### src/rtl/bba_pkg.sv
// Package for the 8-bit binary/BCD ALU: command codes and the request and
// response structs passed between the core and the top level. No dependencies.
package bba_pkg;

  typedef enum logic [2:0] {
    CmdAddBin = 3'd0,
    CmdAddBcd = 3'd1,
    CmdSubBin = 3'd2,
    CmdSubBcd = 3'd3,
    CmdShr    = 3'd4,
    CmdRol    = 3'd5,
    CmdRor    = 3'd6
  } cmd_e;

  localparam int unsigned CmdW   = 3;
  localparam int unsigned ByteW  = 8;
  localparam int unsigned DigitW = 4;

  typedef struct packed {
    logic [CmdW-1:0]  command;
    logic [ByteW-1:0] lhs;
    logic [ByteW-1:0] rhs;
    logic             carry_in;
  } alu_req_t;

  typedef struct packed {
    logic [ByteW-1:0] result;
    logic             carry_out;
    logic             sign_changed;
  } alu_rsp_t;

  // Commands that set the sign-change flag.
  function automatic logic is_arith(logic [CmdW-1:0] cmd);
    return (cmd == CmdAddBin) || (cmd == CmdAddBcd) ||
           (cmd == CmdSubBin) || (cmd == CmdSubBcd);
  endfunction

endpackage

### src/rtl/bba_digit.sv
// One packed-BCD digit adder/subtractor with carry or borrow in and out.
// Depends on bba_pkg for the digit width.
module bba_digit (
  input  logic [bba_pkg::DigitW-1:0] a_i,
  input  logic [bba_pkg::DigitW-1:0] b_i,
  input  logic                       sub_i,   // 1: subtract, ci/co are borrows
  input  logic                       ci_i,
  output logic [bba_pkg::DigitW-1:0] digit_o,
  output logic                       co_o
);

  logic [5:0] sum;   // a + b + c, 0..31
  logic [5:0] diff;  // a - b - borrow + 20, 4..35
  logic [5:0] pre;

  always_comb begin
    sum  = 6'(a_i) + 6'(b_i) + 6'(ci_i);
    diff = 6'd20 + 6'(a_i) - 6'(b_i) - 6'(ci_i);
    if (sub_i) begin
      co_o = (diff < 6'd20);
      pre  = diff;
    end else begin
      co_o = (sum > 6'd9);
      pre  = sum;
    end
    // reduce mod 10; value stays below 40
    if (pre >= 6'd30) begin
      digit_o = 4'(pre - 6'd30);
    end else if (pre >= 6'd20) begin
      digit_o = 4'(pre - 6'd20);
    end else if (pre >= 6'd10) begin
      digit_o = 4'(pre - 6'd10);
    end else begin
      digit_o = pre[3:0];
    end
  end

endmodule

### src/rtl/bba_core.sv
// Combinational ALU datapath: binary add/subtract, BCD add/subtract via two
// digit cells, shift and rotates. Depends on bba_pkg and bba_digit.
module bba_core (
  input  bba_pkg::alu_req_t req_i,
  output bba_pkg::alu_rsp_t rsp_o
);

  logic [bba_pkg::DigitW-1:0] lo_digit, hi_digit;
  logic                       lo_co, hi_co;
  logic                       dec_sub;
  logic                       dec_ci;
  logic [bba_pkg::ByteW:0]    bin_add, bin_sub;
  logic [bba_pkg::ByteW-1:0]  res;
  logic                       cout;

  assign dec_sub = (req_i.command == bba_pkg::CmdSubBcd);
  // borrow chain starts at the inverted carry for subtract
  assign dec_ci  = dec_sub ? ~req_i.carry_in : req_i.carry_in;

  bba_digit u_lo (
    .a_i    (req_i.lhs[3:0]),
    .b_i    (req_i.rhs[3:0]),
    .sub_i  (dec_sub),
    .ci_i   (dec_ci),
    .digit_o(lo_digit),
    .co_o   (lo_co)
  );

  bba_digit u_hi (
    .a_i    (req_i.lhs[7:4]),
    .b_i    (req_i.rhs[7:4]),
    .sub_i  (dec_sub),
    .ci_i   (lo_co),
    .digit_o(hi_digit),
    .co_o   (hi_co)
  );

  always_comb begin
    bin_add = 9'(req_i.lhs) + 9'(req_i.rhs) + 9'(req_i.carry_in);
    // invert rhs at byte width, then zero-extend
    bin_sub = 9'(req_i.lhs) + {1'b0, ~req_i.rhs} + 9'(req_i.carry_in);
    res     = req_i.lhs;
    cout    = req_i.carry_in;
    case (req_i.command)
      bba_pkg::CmdAddBin: begin
        res  = bin_add[7:0];
        cout = bin_add[8];
      end
      bba_pkg::CmdAddBcd: begin
        res  = {hi_digit, lo_digit};
        cout = hi_co;
      end
      bba_pkg::CmdSubBin: begin
        res  = bin_sub[7:0];
        cout = bin_sub[8];
      end
      bba_pkg::CmdSubBcd: begin
        res  = {hi_digit, lo_digit};
        cout = ~hi_co;
      end
      bba_pkg::CmdShr: begin
        res  = {1'b0, req_i.lhs[7:1]};
        cout = req_i.lhs[0];
      end
      bba_pkg::CmdRol: begin
        res  = {req_i.lhs[6:0], req_i.carry_in};
        cout = req_i.lhs[7];
      end
      bba_pkg::CmdRor: begin
        res  = {req_i.carry_in, req_i.lhs[7:1]};
        cout = req_i.lhs[0];
      end
      default: begin
        res  = req_i.lhs;
        cout = req_i.carry_in;
      end
    endcase
    rsp_o.result       = res;
    rsp_o.carry_out    = cout;
    rsp_o.sign_changed = bba_pkg::is_arith(req_i.command) & (res[7] ^ req_i.lhs[7]);
  end

endmodule

### src/rtl/bcd_binary_alu_8bit.sv
// Pipeline: input register, then result register, with the single-pass
//   datapath between the two registers; one transfer per cycle while
//   m_axis_tready does not stall the result stream.
// Reset (rst_ni low, asynchronous): both stages empty, s_axis_tready high.
// Top level of the 8-bit binary/BCD ALU; depends on bba_pkg and bba_core.
module bcd_binary_alu_8bit (
  input  logic        clk_i,
  input  logic        rst_ni,
  // Input stream
  input  logic        s_axis_tvalid,
  output logic        s_axis_tready,
  input  logic [23:0] s_axis_tdata,   // [2:0] command, [10:3] lhs, [18:11] rhs,
                                      // [19] carry_in, [23:20] zero
  // Result stream
  output logic        m_axis_tvalid,
  input  logic        m_axis_tready,
  output logic [15:0] m_axis_tdata    // [7:0] result, [8] carry_out,
                                      // [9] sign_changed, [15:10] zero
);

  // Input stage
  logic              s1_valid_q, s1_valid_d;
  bba_pkg::alu_req_t s1_req_q;
  logic              s1_adv;      // stage 1 may hand its item on
  logic              s_fire;

  // Result stage
  logic              m_valid_q, m_valid_d;
  bba_pkg::alu_rsp_t m_rsp_q;
  bba_pkg::alu_rsp_t core_rsp;

  // Advance the input stage when the result register is empty or drains now.
  assign s1_adv        = ~m_valid_q | m_axis_tready;
  assign s_axis_tready = ~s1_valid_q | s1_adv;
  assign s_fire        = s_axis_tvalid & s_axis_tready;

  always_comb begin
    s1_valid_d = s1_valid_q;
    if (s_axis_tready) begin
      s1_valid_d = s_axis_tvalid;
    end
    m_valid_d = m_valid_q;
    if (s1_adv) begin
      m_valid_d = s1_valid_q;
    end
  end

  always_ff @(posedge clk_i or negedge rst_ni) begin
    if (!rst_ni) begin
      s1_valid_q <= 1'b0;
      m_valid_q  <= 1'b0;
    end else begin
      s1_valid_q <= s1_valid_d;
      m_valid_q  <= m_valid_d;
    end
  end

  // Capture the request on every input transfer.
  always_ff @(posedge clk_i) begin
    if (s_fire) begin
      s1_req_q.command  <= s_axis_tdata[2:0];
      s1_req_q.lhs      <= s_axis_tdata[10:3];
      s1_req_q.rhs      <= s_axis_tdata[18:11];
      s1_req_q.carry_in <= s_axis_tdata[19];
    end
  end

  bba_core u_core (
    .req_i(s1_req_q),
    .rsp_o(core_rsp)
  );

  // Load the result register when stage 1 holds an item and may advance.
  always_ff @(posedge clk_i) begin
    if (s1_valid_q && s1_adv) begin
      m_rsp_q <= core_rsp;
    end
  end

  assign m_axis_tvalid = m_valid_q;
  assign m_axis_tdata  = {6'd0, m_rsp_q.sign_changed, m_rsp_q.carry_out, m_rsp_q.result};

  // Checks

  logic s1_move;
  logic s1_logic_cmd;
  logic s1_bcd_cmd;

  assign s1_move      = s1_valid_q & s1_adv;
  assign s1_logic_cmd = (s1_req_q.command == bba_pkg::CmdShr) ||
                        (s1_req_q.command == bba_pkg::CmdRol) ||
                        (s1_req_q.command == bba_pkg::CmdRor);
  assign s1_bcd_cmd   = (s1_req_q.command == bba_pkg::CmdAddBcd) ||
                        (s1_req_q.command == bba_pkg::CmdSubBcd);

  // Input backpressure only when both stages are full and the output stalls.
  a_tready_low_full : assert property (@(posedge clk_i) disable iff (!rst_ni)
    !s_axis_tready |-> (s1_valid_q && m_valid_q && !m_axis_tready))
    else $error("input stalled while a stage is free");

  // Shift and rotate never raise the sign-change flag.
  a_logic_no_sign : assert property (@(posedge clk_i) disable iff (!rst_ni)
    (s1_move && s1_logic_cmd) |=> (m_axis_tvalid && !m_axis_tdata[9]))
    else $error("sign_changed set for shift or rotate");

  // Decimal commands yield two digits in range.
  a_bcd_digits : assert property (@(posedge clk_i) disable iff (!rst_ni)
    (s1_move && s1_bcd_cmd) |=>
      (m_axis_tdata[3:0] <= 4'd9) && (m_axis_tdata[7:4] <= 4'd9))
    else $error("decimal result digit out of range");

endmodule

### config.mk
export PLATFORM = sky130hd
export DESIGN_NAME = bcd_binary_alu_8bit
export DESIGN_NICKNAME = d
export VERILOG_FILES = /design/src/rtl/bba_pkg.sv /design/src/rtl/bba_digit.sv /design/src/rtl/bba_core.sv /design/src/rtl/bcd_binary_alu_8bit.sv
export SDC_FILE = /design/constraint.sdc
export NUM_CORES = 1
export LEC_CHECK = 0
export BUFFER_PORTS_ARGS = -buffer_cell sky130_fd_sc_hd__buf_2
export CAP_MARGIN = 30
export CORE_MARGIN = 2
export CORE_UTILIZATION = 42
export DETAILED_ROUTE_END_ITERATION = 16
export HOLD_SLACK_MARGIN = 0.03
export REMOVE_ABC_BUFFERS = 1
export SYNTH_ARGS = -nofsm -noshare
export SYNTH_HDL_FRONTEND = slang
export SYNTH_SLANG_ARGS = --single-unit
### constraint.sdc
create_clock -name clk_i -period 7.35 [get_ports clk_i]
set_clock_uncertainty 0.05 [all_clocks]
set_input_delay 0.3675 -clock clk_i [delete_from_list [all_inputs] [get_ports clk_i]]
set_output_delay 0.3675 -clock clk_i [all_outputs]
set_load 0.01 [all_outputs]
==> results.cfg, run 1 <==
[sta]
setup_slack_ps = 332.1
setup-violations-final = 0
timing.final.crit_share_pct = 95.48
max-slew-margin-rel_pct = 38.69
layout_min_cycle_time_ps = 7018
worst_pin_slew_ps = 919.7
maxSlewViolCount = 0
hold_viol_final = 0
rsz0062_at_grt = no
clock.fmax_mhz = 142.5

[worst_setup_path]
cp.buffers_inverters = 1
crit_family = adder cells
critPathMostFrequentCell = ha_1
cpPeakStageDelay_ps = 460
worstPathMaxFanout = 5
critPathLaunchType = flop
critical_path.endpoint_type = flop
slowest_stage = fa_1
crit_arrival_ps = 7010
critPathKind = reg2reg
crit_required_ps = 7350

[route]
antenna_left = 0
wl_met3_um = 412
drc = 0
route.met2.wl_um = 4089
routed_wl_um = 9055
vias = 3227
drtPass1Iterations = 4
wl_met1_um = 4455
top_layer = met4
wire_per_inst_um = 15.53
via_per_inst = 5.535
dr.first_iter.drc_count = 151

[placement]
place.gp.congestion = 0.8995
port_buffers = 35
placed_cell_area_sq_um = 4063
dp_slack_ps = 261.9
dp_hpwl_um = 7118

[clocking]
cts-root-buf = clkbuf_8
cts_max_level = 2
clock_latency_ps = 300
clock-sinks = 32
path_clk_slew_ps = 80
tritoncts = yes
cts_max_path_buffers = 2
cts_buffers = 5

[logic_synthesis]
synth.most_common_cell = ha_1
seq_area_frac_synth_pct = 25.13
synth_seq_cells = 32
ys_types = 68
synth_top_area_share_pct = 23.81
netlist_top_cells_count = ha_1 (45), inv_1 (38), nand2_1 (36)
syn_area_per_cell_sq_um = 8.619
yosys_warnings = 0
syn-instance-count = 439
netlist_area_sq_um = 3784
yosys_most_used_dff = edfxtp_1
netlist_top_cells_area = edfxtp_1 (24%), ha_1 (15%), fa_1 (5.3%)
synthArstFlopShare_pct = 6.250
synth_edf_count = 30
yosysTopAreaCell = edfxtp_1

[final_layout]
antennaDiodeCount = 0
multi_input_area_sq_um = 2599
drive_above_1_share_pct = 13.26
seq_area_sq_um = 950.9
final_area_sq_um = 4168
layout.nets = 557
syn_to_final_growth_pct = 10.15
fill_cells = 856

[global_route]
grt_overflow = 0
antenna_found_initial = 0
grt_usage_pct = 18.94
grt_pass1_vias = 3010
grt_pass1_wl_um = 14880
grt_start_max_net_pins = 37

[pwr]
p_per_area_nw_per_um2 = 200.2
leakagePower_nw = 1.769
ir_drop_mv = 0.09662

[die]
row_count = 34
die_h_um = 98.92
core_sq_um = 8721
dieArea_sq_um = 9784
start_util_pct = 43.39
die_x_um = 98.92
io_pins = 46

[min_path]
min_path_type = in2reg

[status]
status = complete, no violations

[run]
max_cap_violations = 0
area by class of cell:
cell class	count	share of cell area, %
clock buffers	6	1.741
clock inverters	2	0.2702
inverters	39	3.512
multi-input cells	351	62.35
flip-flops and latches	32	22.82
well taps	108	3.242
repair buffers	45	6.064
final timing paths:
path | slack, ps | cells past startpoint | to | from
max | 330 | 28 | m_axis_tdata[9] | s1_req_q[19]
max reg2reg | 330 | 28 | m_axis_tdata[9] | s1_req_q[19]
min in group asynchronous | 350 | 2 | m_axis_tvalid | rst_ni
min reg2reg | 440 | 1 | m_axis_tvalid | s1_valid_q
min | 190 | 1 | s1_req_q[0] | s_axis_tdata[19]
max in group asynchronous | 6810 | 2 | s1_valid_q | rst_ni
cells in the final DEF (no fill, tap or decap), drive strengths merged, types with 3 or more instances in the layout:
cell,n
o311ai,5
fa,10
o22ai,4
o21a,4
nor2,31
clkbuf,6
ha,45
or4,5
nand3,10
nor3,8
edfxtp,30
conb,6
o21ai,33
a211oi,4
o21bai,3
o31ai,4
xnor2,19
o31a,3
a21oi,28
xor2,4
nor2b,9
a21o,6
o211ai,7
or2,3
a31oi,5
nand2b,6
nand2,36
mux2i,5
or3,4
nor4,8
inv,38
and2,7
buf,44
repair_timing:
| item | in CTS | in global routing |
|---|---|---|
| endpoints found under the setup margin | 0 | 3 |
| hold buffers | 1 | 0 |
| buffers inserted | 0 | 1 |
| gates resized for setup | 0 | 1 |
| hold endpoints to repair | 2 | 0 |
report_power, final:
group	switching, mW	internal, mW
Sequential	0.0120	0.223
Combinational	0.268	0.192
Clock	0.0741	0.0657
sequential cells by signal (all words and copies together) (netlist names):
| register | count |
|---|---|
| m_axis_tdata | 10 |
| m_axis_tvalid | 1 |
| s1_valid_q | 1 |
| s1_req_q | 20 |
cell families (layout without fill, tap and decap cells):
kind of cell               after synthesis  in the layout  share of synthesized area, %
and+or+nand+nor                        137            137                         18.58
buffers and inverters                   61             92                         6.779
other                                    1              6                       0.09911
AOI/OAI and AO/OA                      124            124                         22.09
DFF                                     32             32                         25.13
xor gates and xnor gates                23             23                         5.522
adders and majority gates               55             55                         20.17
muxes                                    6              6                         1.620
through the flow:
stage	std cells	power [mW]	setup TNS, ps	hold WS [ps]	util (%)
3_5_place_dp	573	0.6873	0	103.7	46.59
3_3_place_gp	573	0.6789	0	102.6	46.59
5_1_grt	583	0.9040	0	183.8	47.79
4_1_cts	582	0.8335	0	186.4	47.66
6_report	583	0.8345	0	192.8	47.79
2_1_floorplan	422	0.5804	-59.12	21.91	-
metal layers:
metal  vias up  global-route usage [%]
met5         -                       0
met4         0                   3.793
met3         9                   2.979
met2        70                   30.35
met1      1516                   27.21
li1       1632                       -
Power figures use the tool's default switching activity.
==> inputs of run 2 (changes only) <==
==> constraint.sdc (replaced) <==
create_clock -name clk_i -period 8.1 [get_ports clk_i]
set_clock_uncertainty 0.05 [all_clocks]
set_input_delay 0.405 -clock clk_i [delete_from_list [all_inputs] [get_ports clk_i]]
set_output_delay 0.405 -clock clk_i [all_outputs]
set_load 0.01 [all_outputs]
==> run 2 against run 1 <==
  * Via count is 1.7% higher
  * First-iteration DRC count is 34% higher
  * Clock power is 9% lower
  * Die area stayed put
  * Cell area is 0.27% lower
  * Critical endpoint unchanged
  * Critical path type unchanged
  * Power is 9.2% lower
  * Utilization is 0.13 points lower
  * Critical path depth is 2 higher
  * Routed wire length is 2.5% higher
  * Global-route usage is 0.81 points higher
  * Non-clock buffer count is 1 lower
  * Cell count is 0.17% lower
==> results.cfg, run 2 (synthesis results as in run 1) <==
[worst_setup_path]
cp.depth = 30
critPathLaunchType = flop
worstPathMaxFanout = 14
crit_arrival_ps = 7560
slowest_stage = fa_1
cpPeakStageDelay_ps = 510
crit_family = adder cells
r2r_cells = 30
critPathMostFrequentCell = ha_1
cp.buffers_inverters = 3
critical_path.endpoint_type = flop
critPathKind = reg2reg
crit_required_ps = 8090

[route]
top_layer = met4
wl_met1_um = 4550
dr.first_iter.drc_count = 202
routed_wl_um = 9285
wire_per_inst_um = 15.95
drtPass1Iterations = 5
wl_met3_um = 367
vias = 3281
route.met2.wl_um = 4200
via_per_inst = 5.637
antenna_left = 0
drc = 0

[sta]
hold_ws_ps = 230.3
rsz0062_at_grt = no
setup_tns_ps = 0
layout_min_cycle_time_ps = 7571
setup-violations-final = 0
clock.fmax_mhz = 132.1
worst_pin_slew_ps = 931.2
hold_viol_final = 0
timing.final.crit_share_pct = 93.47
max-slew-margin-rel_pct = 37.92
maxSlewViolCount = 0
setup_slack_ps = 529.2

[pwr]
internal-power_mw = 0.4343
p_per_area_nw_per_um2 = 182.2
total_power_mw = 0.7574
seqPwrFrac_pct = 28.2
leakagePower_nw = 1.765
p_switching_mw = 0.3231
combPwrFrac_pct = 55.0
clkPwrFrac_pct = 16.8
swShare_pct = 42.66
ir_drop_mv = 0.07765

[min_path]
min_path_type = in2reg
holdPathStages = 1

[final_layout]
layout.nets = 556
antennaDiodeCount = 0
final_common_cell = ha_1
syn_to_final_growth_pct = 9.855
drive_above_1_share_pct = 12.87
reg.largest.list = s1_req_q: 20 flops, m_axis_tdata: 10 flops
most-common-layout-cells = ha_1 (45), inv_1 (38), nand2_1 (36)
largest_reg_flops = 20
largest_register = s1_req_q

[die]
io_pins = 46
start_util_pct = 43.39
dieArea_sq_um = 9784
row_count = 34
core_sq_um = 8721
die_x_um = 98.92
die_h_um = 98.92

[clocking]
cts_max_level = 2
cts_max_path_buffers = 2
clock-sinks = 32
cts_buffers = 5
clock_latency_ps = 290
cts-root-buf = clkbuf_8
path_clk_slew_ps = 70
tritoncts = yes

[placement]
dp_slack_ps = 604.8
port_buffers = 35
dp_hpwl_um = 7098
place.gp.congestion = 0.8745

[global_route]
grt_start_max_net_pins = 37
grt_usage_pct = 19.76
grt_pass1_vias = 3096
grt_overflow = 0
antenna_found_initial = 0
grt_pass1_wl_um = 15500

[status]
status = complete, no violations

[run]
max_cap_violations = 0
[run 2: final cells by class]
cell class                 instances  area [sq um]
sequential                        32         950.9
tap                              108         135.1
inverter                          39         146.4
timing repair buffer              44         245.2
fill                             850          4564
multi-input combinational        351          2595
clock inverter                     2         11.26
clock buffer                       6         72.57
[run 2: per-layer routing]
metal | up-vias | global-route usage [%]
li1 | 1634 | -
met5 | - | 0
met3 | 14 | 2.837
met1 | 1546 | 28.29
met2 | 87 | 30.98
met4 | 0 | 5.901
[run 2: timing repair]
| action | in CTS | in global routing |
|---|---|---|
| endpoints found under the hold margin | 2 | 0 |
| setup endpoints to repair | 0 | 1 |
| setup buffers | 0 | 3 |
| gates resized for setup | 0 | 0 |
| hold buffers | 1 | 0 |
[run 2: power by group through the flow]
stage	sequential [mW]	clock, mW	combinational (mW)
finish	0.214	0.127	0.416
global route	0.216	0.138	0.469
CTS	0.214	0.132	0.410
detailed placement	0.218	0	0.406
global placement	0.217	0	0.398
floorplan	0.223	0	0.303
[run 2: stage by stage]
| stage | instances | utilization [%] | area [sq um] |
|---|---|---|---|
| 2_1_floorplan | 422 | - | 3692 |
| 3_3_place_gp | 570 | 46.33 | 4040 |
| 3_5_place_dp | 570 | 46.33 | 4040 |
| 4_1_cts | 579 | 47.40 | 4134 |
| 5_1_grt | 582 | 47.66 | 4156 |
| 6_report | 582 | 47.66 | 4156 |
[run 2: final timing paths]
check	startpoint	end	slack, ps
setup / recovery	s1_req_q[19]	m_axis_tdata[9]	530
hold / removal	s_axis_tdata[0]	s1_req_q[17]	230
setup reg to reg	s1_req_q[19]	m_axis_tdata[9]	530
hold reg to reg	s1_valid_q	m_axis_tvalid	440
max in group asynchronous	rst_ni	s1_valid_q	7520
min in group asynchronous	rst_ni	m_axis_tvalid	390
==> inputs of run 3 (changes only) <==
--- a/config.mk
+++ b/config.mk
@@ -5,7 +5,7 @@
 export SDC_FILE = /design/constraint.sdc
 export NUM_CORES = 1
 export LEC_CHECK = 0
-export BUFFER_PORTS_ARGS = -buffer_cell sky130_fd_sc_hd__buf_2
+export BUFFER_PORTS_ARGS = -buffer_cell sky130_fd_sc_hd__buf_4
 export CAP_MARGIN = 30
 export CORE_MARGIN = 2
 export CORE_UTILIZATION = 42
@@ -14,4 +14,5 @@
 export REMOVE_ABC_BUFFERS = 1
 export SYNTH_ARGS = -nofsm -noshare
 export SYNTH_HDL_FRONTEND = slang
+export SYNTH_HIERARCHICAL = 1
 export SYNTH_SLANG_ARGS = --single-unit
==> run 3 against run 2 <==
  * Utilization down 0.33 points
  * Cell area increased by 4.7%
  * Sequential share of layout area is 1.0 points lower
  * Synthesized cell count fell by 4.6%
  * Worst setup slack gained 480 ps
  * Combinational power is 8.9% lower
  * Routed wire length is 9.7% lower
  * Non-clock buffer count decreased by 3
  * Hold slack better by 7.9 ps
  * Power decreased by 5.0%
==> results.cfg, run 3 <==
[logic_synthesis]
synth_top_family_by_area = compound AO/OA/AOI/OAI gates
netlist_top_cells_count = inv_1 (57), ha_1 (46), edfxtp_1 (30)
synth-simple-area-share_pct = 15.25
synthArstFlopShare_pct = 6.250
seq_area_frac_synth_pct = 24.09
synth_xor_area_share_pct = 3.106
yosysTopAreaCell = edfxtp_1
synth_edf_count = 30
synth_seq_cells = 32
syn_area_per_cell_sq_um = 9.421
netlist_area_sq_um = 3948
synth_compound_area_share_pct = 22.31
synth_top_area_share_pct = 22.82
yosys_warnings = 6
synth.area.mux_share_pct = 4.152
synth.most_common_cell = inv_1
yosys_most_used_dff = edfxtp_1
synthAdderAreaFrac_pct = 21.68
syn-instance-count = 419
ys_types = 78
netlist_top_cells_area = edfxtp_1 (23%), ha_1 (15%), fa_1 (7.1%)

[sta]
rsz0062_at_grt = no
maxSlewViolCount = 0
hold_viol_final = 0
setup-violations-final = 0
clock.fmax_mhz = 141.1
worst_pin_slew_ps = 581.5
setup_slack_ps = 1013
max-slew-margin-rel_pct = 60.97
layout_min_cycle_time_ps = 7087
setup_tns_ps = 0
timing.final.crit_share_pct = 87.50

[pwr]
ir_drop_mv = 0.09311
p_per_area_nw_per_um2 = 165.3
total_power_mw = 0.7195
leakagePower_nw = 1.928

[die]
io_pins = 46
die_h_um = 100.9
die_x_um = 100.9
dieArea_sq_um = 10190
start_util_pct = 42.93
row_count = 35
core_sq_um = 9196

[final_layout]
multi_input_area_sq_um = 2648
largest_reg_flops = 20
syn_to_final_growth_pct = 10.27
reg.largest.list = s1_req_q: 20 flops, m_axis_tdata: 10 flops
layout.nets = 540
fill_cells = 882
largest_register = s1_req_q
final_common_cell = inv_1
postLayoutCoreUtil_pct = 47.33
antennaDiodeCount = 0
drive_above_1_share_pct = 18.10
most-common-layout-cells = inv_1 (57), ha_1 (46), buf_4 (40)
seq_area_sq_um = 950.9

[placement]
place.gp.congestion = 0.8761
dp_slack_ps = 1099
dp_hpwl_um = 6586
port_buffers = 35

[run]
max_cap_violations = 0

[route]
vias = 3120
wire_per_inst_um = 14.86
via_per_inst = 5.532
routed_wl_um = 8380
antenna_left = 0
dr.first_iter.drc_count = 118
drc = 0
drtPass1Iterations = 4

[worst_setup_path]
crit_family = adder cells
slowest_stage = fa_1
rr_startpoint = s1_req_q[19]
cpPeakStageDelay_ps = 420
critical_path.endpoint_type = flop
critPathLaunchType = flop
critPathMostFrequentCell = fa_1
crit_required_ps = 8090
cp.buffers_inverters = 5
critPathKind = reg2reg
crit_path_start = s1_req_q[19]
crit_arrival_ps = 7080
worstPathMaxFanout = 10
r2r_slack_ps = 1010

[global_route]
grt_pass1_vias = 2858
antenna_found_initial = 0
grt_overflow = 0
grt_pass1_wl_um = 13990
grt_start_max_net_pins = 34
grt_usage_pct = 17.23

[clocking]
hold_buffers = 1
cts-root-buf = clkbuf_8
cts_max_path_buffers = 2
path_clk_slew_ps = 70
clock-sinks = 32
tritoncts = yes
clock_latency_ps = 290
postCtsSetupRepairBufs = 0
cts-resized-gates = 0
cts_buffers = 5
cts_max_level = 2

[min_path]
min_from = s_axis_tdata[3]
min_path_type = in2reg

[status]
status = complete, no violations
[run 3: cell count changes after synthesis, sizes merged, moves of 6 or more]
cell and change:
xnor2 -8, inv +20, nor3 +7, nor2 -6
nand2 -15, o21ai -10, clkbuf -8, buf +6
[run 3: kinds of logic (layout without fill, tap and decap cells)]
kind of cell	count (synthesis)	count (layout)
flip-flops	32	32
AO/OA/AOI/OAI	114	114
buffers and inverters	78	107
multiplexers	10	10
XOR/XNOR	14	14
adder cells (fa/ha/maj)	60	60
other	1	6
AND/OR/NAND/NOR	110	110
[run 3: through the flow]
stage	hold WS, ps	area, sq um	std cells
finish	238.2	4353	564
CTS	230.6	4353	564
detailed placement	138.8	4255	555
floorplan	59.41	3816	404
global placement	139.5	4255	555
global route	225.6	4353	564
[run 3: cell type report]
cell class                      count  area share (%)
Clock buffer                        5           1.581
Clock inverter                      3          0.4312
Inverter                           58           5.001
Multi-Input combinational cell    314           60.82
Sequential cell                    32           21.85
Tap cell                          111           3.191
Timing Repair Buffer               41           7.129
[run 3: routing by layer]
layer	part of all wire (%)	GRT usage [%]
met1	50	26.59
met2	44	25.33
met3	4.3	2.635
met4	1.3	3.846
met5	0	0
[run 3: where the power goes]
part	switching, mW	internal, mW
clock	0.0651	0.0599
combinational	0.210	0.169
sequential	0.0137	0.202
[run 3: worst paths after layout]
| check | end | depth (start not counted) |
|---|---|---|
| setup reg to reg | m_axis_tdata[9] | 32 |
| setup / recovery | m_axis_tdata[9] | 32 |
| hold reg to reg | m_axis_tvalid | 1 |
| max in group asynchronous | s1_valid_q | 2 |
| min in group asynchronous | m_axis_tvalid | 2 |
| hold / removal | s1_req_q[9] | 1 |
